## config.mk

```make
export PLATFORM = sky130hd
export DESIGN_NAME = frame_builder_xor_parity_top
export DESIGN_NICKNAME = d
export VERILOG_FILES = /design/src/sv/fbx_pkg.sv /design/src/sv/fbx_frame_ctl.sv /design/src/sv/fbx_burst_out.sv /design/src/sv/frame_builder_xor_parity_top.sv
export VERILOG_INCLUDE_DIRS = /design/src /design/src/sv
export SDC_FILE = /design/constraint.sdc
export NUM_CORES = 1
export LEC_CHECK = 0
export BUFFER_PORTS_ARGS = -buffer_cell sky130_fd_sc_hd__buf_4
export CORE_ASPECT_RATIO = 0.75
export CORE_MARGIN = 5
export CORE_UTILIZATION = 51
export DETAILED_ROUTE_END_ITERATION = 10
export PLACE_DENSITY = 0.72
export SETUP_SLACK_MARGIN = 0.2
export SKIP_CTS_REPAIR_TIMING = 1
export SYNTH_ARGS = -nofsm -noshare
export SYNTH_HDL_FRONTEND = slang
export SYNTH_HIERARCHICAL = 1
export SYNTH_SLANG_ARGS = --single-unit
```

## constraint.sdc

```tcl
create_clock -name clk -period 11.3 [get_ports clk]
set_clock_uncertainty 0.15 [all_clocks]
set_input_delay 1.13 -clock clk [delete_from_list [all_inputs] [get_ports clk]]
set_output_delay 1.13 -clock clk [all_outputs]
set_load 0.1 [all_outputs]
```

## src/sv/frame_builder_xor_parity_top_assert.svh

```systemverilog
// Assertion macros used by the frame builder top level.
`ifndef FRAME_BUILDER_XOR_PARITY_TOP_ASSERT_SVH
`define FRAME_BUILDER_XOR_PARITY_TOP_ASSERT_SVH

// Same-cycle implication, checked outside reset.
`define FBX_ASSERT_IMP(label, clk, rst, ante, cons, msg) \
  label: assert property (@(posedge clk) disable iff (rst) (ante) |-> (cons)) \
    else $error(msg);

// Next-cycle implication, checked outside reset.
`define FBX_ASSERT_NXT(label, clk, rst, ante, cons, msg) \
  label: assert property (@(posedge clk) disable iff (rst) (ante) |=> (cons)) \
    else $error(msg);

`endif

```

## src/sv/fbx_pkg.sv

```systemverilog
// Types and constants of the byte framer with XOR parity.
package fbx_pkg;

  localparam int unsigned MAX_RESULTS = 4;
  localparam int unsigned IDX_W       = 2;

  localparam logic [7:0] MARKER_BYTE = 8'h7E;
  localparam logic [2:0] LOW3_MASK   = 3'h7;

  localparam logic CMD_START = 1'b0;
  localparam logic CMD_DATA  = 1'b1;

  // One command transfer.
  typedef struct packed {
    logic       command;
    logic [4:0] frame_type;
    logic [5:0] sequence_req;
    logic [4:0] frame_length;
    logic [7:0] data_byte;
  } in_t;

  // One result transfer.
  typedef struct packed {
    logic [7:0] out_byte;
    logic       byte_valid;
    logic       frame_end;
    logic       protocol_error;
    logic       run_last;
  } out_t;

  // All results caused by one command.
  typedef struct packed {
    out_t [MAX_RESULTS-1:0] entry;
    logic [IDX_W-1:0]       last;
  } burst_t;

  // Serializer status seen by the top level.
  typedef struct packed {
    logic busy;
    logic final_xfer;
  } ser_stat_t;

endpackage

```

## src/sv/fbx_frame_ctl.sv

```systemverilog
// Frame state and result generation for one accepted command.
module fbx_frame_ctl (
  input  logic           clk,
  input  logic           rst,
  input  logic           accept,
  input  fbx_pkg::in_t   cmd,
  output fbx_pkg::burst_t burst
);

  logic       frame_open;
  logic [4:0] bytes_remaining;
  logic [7:0] running_parity;

  logic       frame_open_next;
  logic [4:0] bytes_remaining_next;
  logic [7:0] running_parity_next;

  logic [7:0] h1;
  logic [7:0] h2;
  logic [7:0] hdr_par;
  logic [7:0] data_par;
  logic [4:0] rem_dec;

  assign h1       = {cmd.frame_length, cmd.sequence_req[5:3]};
  assign h2       = {cmd.sequence_req[2:0] & fbx_pkg::LOW3_MASK, cmd.frame_type};
  assign hdr_par  = h1 ^ h2;
  assign data_par = running_parity ^ cmd.data_byte;
  assign rem_dec  = bytes_remaining - 5'd1;

  // Build the burst and the next frame state
  always_comb begin
    burst                = '0;
    frame_open_next      = frame_open;
    bytes_remaining_next = bytes_remaining;
    running_parity_next  = running_parity;
    case (cmd.command)
      fbx_pkg::CMD_START: begin
        burst.entry[0] = '{fbx_pkg::MARKER_BYTE, 1'b1, 1'b0, frame_open, 1'b0};
        burst.entry[1] = '{h1, 1'b1, 1'b0, frame_open, 1'b0};
        burst.entry[2] = '{h2, 1'b1, 1'b0, frame_open, 1'b0};
        bytes_remaining_next = cmd.frame_length;
        if (cmd.frame_length == 5'd0) begin
          // empty frame closes at once
          burst.entry[3]      = '{hdr_par, 1'b1, 1'b1, frame_open, 1'b1};
          burst.last          = 2'd3;
          frame_open_next     = 1'b0;
          running_parity_next = 8'h00;
        end else begin
          burst.entry[2].run_last = 1'b1;
          burst.last              = 2'd2;
          frame_open_next         = 1'b1;
          running_parity_next     = hdr_par;
        end
      end
      fbx_pkg::CMD_DATA: begin
        if (!frame_open) begin
          // stray data byte: error-only result
          burst.entry[0] = '{8'h00, 1'b0, 1'b0, 1'b1, 1'b1};
          burst.last     = 2'd0;
        end else begin
          burst.entry[0]       = '{cmd.data_byte, 1'b1, 1'b0, 1'b0, 1'b0};
          bytes_remaining_next = rem_dec;
          if (rem_dec == 5'd0) begin
            burst.entry[1]      = '{data_par, 1'b1, 1'b1, 1'b0, 1'b1};
            burst.last          = 2'd1;
            frame_open_next     = 1'b0;
            running_parity_next = 8'h00;
          end else begin
            burst.entry[0].run_last = 1'b1;
            burst.last              = 2'd0;
            running_parity_next     = data_par;
          end
        end
      end
      default: begin
        burst = '0;
      end
    endcase
  end

  // Frame state
  always_ff @(posedge clk) begin
    if (rst) begin
      frame_open      <= 1'b0;
      bytes_remaining <= 5'd0;
      running_parity  <= 8'h00;
    end else if (accept) begin
      frame_open      <= frame_open_next;
      bytes_remaining <= bytes_remaining_next;
      running_parity  <= running_parity_next;
    end
  end

endmodule

```

## src/sv/fbx_burst_out.sv

```systemverilog
// Result register that hands out a burst one transfer per cycle while res_stall is low.
module fbx_burst_out (
  input  logic               clk,
  input  logic               rst,
  input  logic               load,
  input  fbx_pkg::burst_t    burst,
  output logic               res_valid,
  input  logic               res_stall,
  output fbx_pkg::out_t      res,
  output fbx_pkg::ser_stat_t stat
);

  logic                                      busy;
  logic [fbx_pkg::IDX_W-1:0]                 idx;
  fbx_pkg::burst_t                           held;
  logic                                      take;

  assign take            = busy && !res_stall;
  assign stat.busy       = busy;
  assign stat.final_xfer = take && (idx == held.last);
  assign res_valid       = busy;
  assign res             = held.entry[idx];

  // Control: busy flag and transfer index
  always_ff @(posedge clk) begin
    if (rst) begin
      busy <= 1'b0;
      idx  <= '0;
    end else if (load) begin
      busy <= 1'b1;
      idx  <= '0;
    end else if (stat.final_xfer) begin
      busy <= 1'b0;
    end else if (take) begin
      idx <= idx + 1'b1;
    end
  end

  // Payload
  always_ff @(posedge clk) begin
    if (load) begin
      held <= burst;
    end
  end

endmodule

```

## src/sv/frame_builder_xor_parity_top.sv

```systemverilog
// Top level of the byte framer with XOR parity.
//
// Command channel (cmd_valid / cmd_stall / cmd): a start command opens a
// frame and yields marker 0x7E plus two header bytes; data commands pass one
// payload byte each. After frame_length data bytes the XOR parity byte of the
// header and data bytes follows with frame_end set. Stray data and a start on
// an open frame raise protocol_error.
// Result channel (res_valid / res_stall / res): one byte per transfer;
// run_last marks the final result of each command.
// Flow: the first result of a command is shown in the cycle after its
// transfer. A command yields 1 to 4 results, one per cycle unless res_stall
// holds them; the next command is taken in the cycle its predecessor's last
// result transfers, so unstalled data commands stream at one per cycle. A
// closing data command gives 2 results, a start 3 or 4, all held in the single result register.
// Reset (rst, synchronous) closes any frame, clears parity and drops
// res_valid. While res_stall is high the current result holds and cmd_stall
// stays high once the burst register is occupied.
`include "frame_builder_xor_parity_top_assert.svh"

module frame_builder_xor_parity_top (
  input  logic          clk,
  input  logic          rst,
  input  logic          cmd_valid,
  output logic          cmd_stall,
  input  fbx_pkg::in_t  cmd,
  output logic          res_valid,
  input  logic          res_stall,
  output fbx_pkg::out_t res
);

  fbx_pkg::burst_t    burst;
  fbx_pkg::ser_stat_t stat;
  logic               accept;

  // Free when empty or when the last result leaves this cycle
  assign cmd_stall = stat.busy && !stat.final_xfer;
  assign accept    = cmd_valid && !cmd_stall;

  fbx_frame_ctl u_ctl (
    .clk    (clk),
    .rst    (rst),
    .accept (accept),
    .cmd    (cmd),
    .burst  (burst)
  );

  fbx_burst_out u_out (
    .clk       (clk),
    .rst       (rst),
    .load      (accept),
    .burst     (burst),
    .res_valid (res_valid),
    .res_stall (res_stall),
    .res       (res),
    .stat      (stat)
  );

  `FBX_ASSERT_IMP(a_parity_last, clk, rst, res_valid && res.frame_end,
                  res.run_last, "parity byte not last")
  `FBX_ASSERT_IMP(a_err_only, clk, rst, res_valid && !res.byte_valid,
                  res.protocol_error && res.run_last, "bad error-only result")
  `FBX_ASSERT_NXT(a_load_shows, clk, rst, accept, res_valid, "burst not shown")

endmodule

```

Yosys cells after proc, flatten, opt, wreduce, memory -nomap -nowiden
Index checks and enable logic that the tools add are counted.
{"block": "totals", "romBits": 0, "ff_bits": 67, "out_inout_bits": 14, "mem_bits_rw": 0, "memories": 0, "inputBits": 29, "latch_bits": 0, "wordCells": 72}
{"block": "classes", "n_div": 0, "reduce_logical": 14, "add_sub_neg": 2, "n_mux": 22, "magnitude_cmp": 1, "bitwise_logic": 5, "n_mul": 0, "n_shift": 0, "eq_ne": 2}
{"cell": "$pmux W26 S2", "n": 1}
{"cell": "$mux W12", "n": 3}
{"cell": "$bmux W12 S2", "n": 1}
{"cell": "$mux W8", "n": 3}
{"cell": "$pmux W8 S2", "n": 1}
{"cell": "$xor A8 B8 Y8", "n": 2}
{"cell": "$mux W14", "n": 1}
{"cell": "$logic_not A5 Y1", "n": 2}
{"cell": "$pmux W5 S2", "n": 1}
{"cell": "$mux W4", "n": 2}
{"cell": "$mux W1", "n": 7}
{"cell": "$mux W5", "n": 1}
{"cell": "$sub A5 B1 Y5 const B", "n": 1}
{"cell": "$logic_and A1 B1 Y1", "n": 4}
{"cell": "$reduce_and A2 Y1", "n": 2}
{"cell": "$reduce_or A2 Y1", "n": 2}
{"cell": "$logic_not A1 Y1", "n": 3}
{"cell": "$lt A2 B3 Y1 const B", "n": 1}
{"cell": "$not A1 Y1", "n": 3}
{"cell": "$add A2 B1 Y2 const B", "n": 1}
{"cell": "$eq A2 B2 Y1", "n": 1}
{"cell": "$ne A2 B1 Y1 const B", "n": 1}
{"cell": "$pmux W1 S2", "n": 1}
{"cell": "$reduce_bool A2 Y1", "n": 1}

Longest topological paths before layout
{"block": "depth", "depth_word": 8, "depth_mapped": 11, "ltp_nobuf": 8}

Cells and area by module
The synthesis kept the hierarchy.
{"mod": "fbx_burst_out", "cells_each": 87, "instances": 1, "area_each_um2": 2013.2, "seq_area_each_um2": 1561.5}
{"mod": "fbx_frame_ctl", "cells_each": 194, "instances": 1, "area_each_um2": 1383.8, "seq_area_each_um2": 280.3}
{"mod": "frame_builder_xor_parity_top", "cells_each": 2, "instances": 1, "area_each_um2": 22.5, "seq_area_each_um2": 0.0}

Least setup slack after synthesis
OpenSTA, ideal clock, no wires.
{"block": "synth_timing", "path_kind": "input port to flip-flop", "startpoint": "input port res_stall", "endpoint": "register u_ctl.running_parity[0]", "path_buffers": 2, "stages": 10, "setup_slack_ns": 6.651, "setup_time_ns": 0.082, "t_arrival_ns": 4.417, "t_required_ns": 11.068, "path_cell_list": "nand2b_1 -> nor3_1 -> nor2b_4 -> nor2b_2 -> nor2b_1 -> clkbuf_1 -> nand2_1 -> or2_1 -> clkbuf_1 -> o221ai_1"}
{"item": "start, declared", "line": "frame_builder_xor_parity_top.sv:27", "source": "input logic res_stall,"}
{"item": "end signal, assigned", "line": "fbx_frame_ctl.sv:90", "source": "running_parity <= running_parity_next;"}
{"item": "end, declared", "line": "fbx_frame_ctl.sv:12", "source": "logic [7:0] running_parity;"}

==> metrics.cfg <==
[logic_synthesis]
netlist_instances=283
synth.top_cell.area_share_pct=43.9
synth_top_family_by_area=simple AND/OR/NAND/NOR gates
synth_xor_xnor_area_share_pct=5.05
synthArstFlopShare_pct=0
synth_top_area_cell=edfxtp_1
syn_avg_cell_area_um2=12.1
synth.area.top_cells=edfxtp_1, dfxtp_1, mux4_2
ys.warnings.count=6
netlist_area_um2=3420
ys_seq_area_share_pct=53.9
ys_types=52
synth_edf_count=50
synthMuxAreaShare_pct=8.49
synthAdderAreaFrac_pct=1.83
synth_compound_gate_area_share_pct=9.66
synthSimpleGateAreaFrac_pct=14.6
synth_seq_cells=67
synthFlopType=edfxtp_1

[global_route]
met1_usage_pct=22.3
antenna_found_initial=0
gr-total-overflow=0
grt_use_total_pct=17.1
busiest_layer=met2
grt_max_degree=59
grt_pass1_wl_um=11100
grt_util_met2_pct=27.8
use_met3_pct=5.32
grt_pass1_vias=2242

[setup_path]
cp-start-kind=flip-flop
crit_fanout=58
crit_top_cell=nor2b_4
max_stage_delay_ns=0.89
path_buf_inv=1
crit_type=reg -> reg
worstPathRequired_ns=11.40
path_cells=xor2_2 > nor3_1 > nor2b_4 > nor2b_4 > buf_4 > nor2b_1 > nand2_1 > or2_1 > o221ai_1
cpMaxStageDelayCell=nor2b_1
setup.worst_path.end_class=flip-flop
critPathTopFamily=simple AND/OR/NAND/NOR gates
arrival_ns=4.38

[clock_network]
clock_latency_ns=0.33
htreeDepth=3
cts_buffers=9
clkSlewWorstSetupHoldPaths_ns=0.07
cts_buffer_depth=2
root_buffer=clkbuf_8
cts_tree=done
cts.sink_count=67

[placement]
dpl.hpwl_um=4620
dpl.cell_count=386
port_buffers=42
placed_area_um2=3700
gp_congestion=0.823

[sta]
finalSetupViolations=0
relSlewSlack_pct=31.7
slew_violations=0
max_freq_mhz=233
fin_crit_sh_pct=37.9
hold_viol=0
timing.final.crit_period_ns=4.29
worst_pin_slew_ns=1.02
finalSetupTns_ns=0
rsz0062_at_grt=false

[power]
power_w=0.000581
ir_drop_mv=0.0673
p_leak_nw=1.46
powerDensity_nw_per_um2=150

[drt]
antenna_left=0
drt_iter0_markers=95
routedWlPerCell_um=17.1
num_vias=2240
firstDrtPassIters=4
via_per_inst=5.57
drc=0
drt_wl_total_um=6860

[die]
coreArea_um2=6410
die_h_um=80.9
initial_core_util_pct=53.3
die_x_um=105
ios=43
die_area_um2=8460
row_count=25

[finish]
stdcell_count=402
layout_commonest_cell=edfxtp_1
fin_nets=350
fillers=510
seq_area_um2=1840
fin_area_um2=3880
area.growth.synth_to_final_pct=13.5
drive_above_1_share_pct=24.0
final_cell_mix=edfxtp_1, buf_4, nand2_1
multi_input_area_um2=1370
antennaDiodeCount=0

[run_status]
status=completed

[hold_path]
min_path_type=reg -> reg

[flow_run]
cap_violations=0

-- synth_stat cells (all sizes together), types with 4 or more instances --
cell and instances:
a211oi 4, a21oi 5, buf 15, clkbuf 8
dfxtp 17, edfxtp 50, ha 5, inv 15
mux4 12, nand2 28, nand2b 10, nor2 12
nor2b 13, o21a 7, o21ai 13, o221ai 7
or3 10, xnor2 15
-- metrics by stage --
stage	hold WS, ns	util, %	setup slack, ns
after floorplan	0.362	-	6.65
after global routing	0.431	60.5	6.70
after detailed placement	0.385	57.7	6.65
after CTS	0.392	60.5	6.95
final	0.391	60.5	7.01
after global placement	0.368	57.7	6.82
-- kinds of logic after synthesis --
kind of cell    count (synthesis)
compound gates                 48
other cells                     1
mux                            14
xor+xnor                       18
simple gates                   91
buf+inv                        39
flops                          67
fa+ha+maj                       5
-- flip-flops by register name, summed over array words and instances (netlist names) --
register	flops
u_ctl/bytes_remaining	5
u_out/idx	2
u_out/held	50
u_out/res_valid	1
u_ctl/running_parity	8
u_ctl/frame_open	1
-- metal layers --
metal  part of all wire (%)  wire length, µm
met1                     46             3160
met2                     48             3290
met3                    5.9              404
met4                   0.25               17
met5                      0                0
-- power breakdown --
| part | switching (W) | total (W) | internal [W] |
|---|---|---|---|
| sequential | 0.00000856 | 0.000292 | 0.000283 |
| combinational | 0.0000694 | 0.000105 | 0.0000357 |
| clock | 0.0000840 | 0.000185 | 0.000101 |
| total | 0.000162 | 0.000581 | 0.000419 |
-- final cells by class --
type,instances,area share (%)
tap,81,2.61
sequential,67,47.5
multi-input combinational,178,35.3
timing repair buffer,44,8.51
clock inverter,4,1.13
inverter,16,1.55
clock buffer,12,3.48
-- tightest hold or removal path: cells and delay by family, from the launching register on --
family         cells  cell delay (ns)
flip-flops         1             0.35
AO/OA/AOI/OAI      2             0.14
-- path summary, 6_finish.rpt --
path	start	to	cells past startpoint	slack (ns)
setup / recovery	u_out/idx[1]	u_ctl/running_parity[3]	9	7.01
setup reg to reg	u_out/idx[1]	u_ctl/running_parity[3]	9	7.01
hold / removal	u_out/res_valid	u_out/res_valid	2	0.39
hold reg to reg	u_out/res_valid	u_out/res_valid	2	0.39
Note: power is estimated with default switching activity, not from simulation.
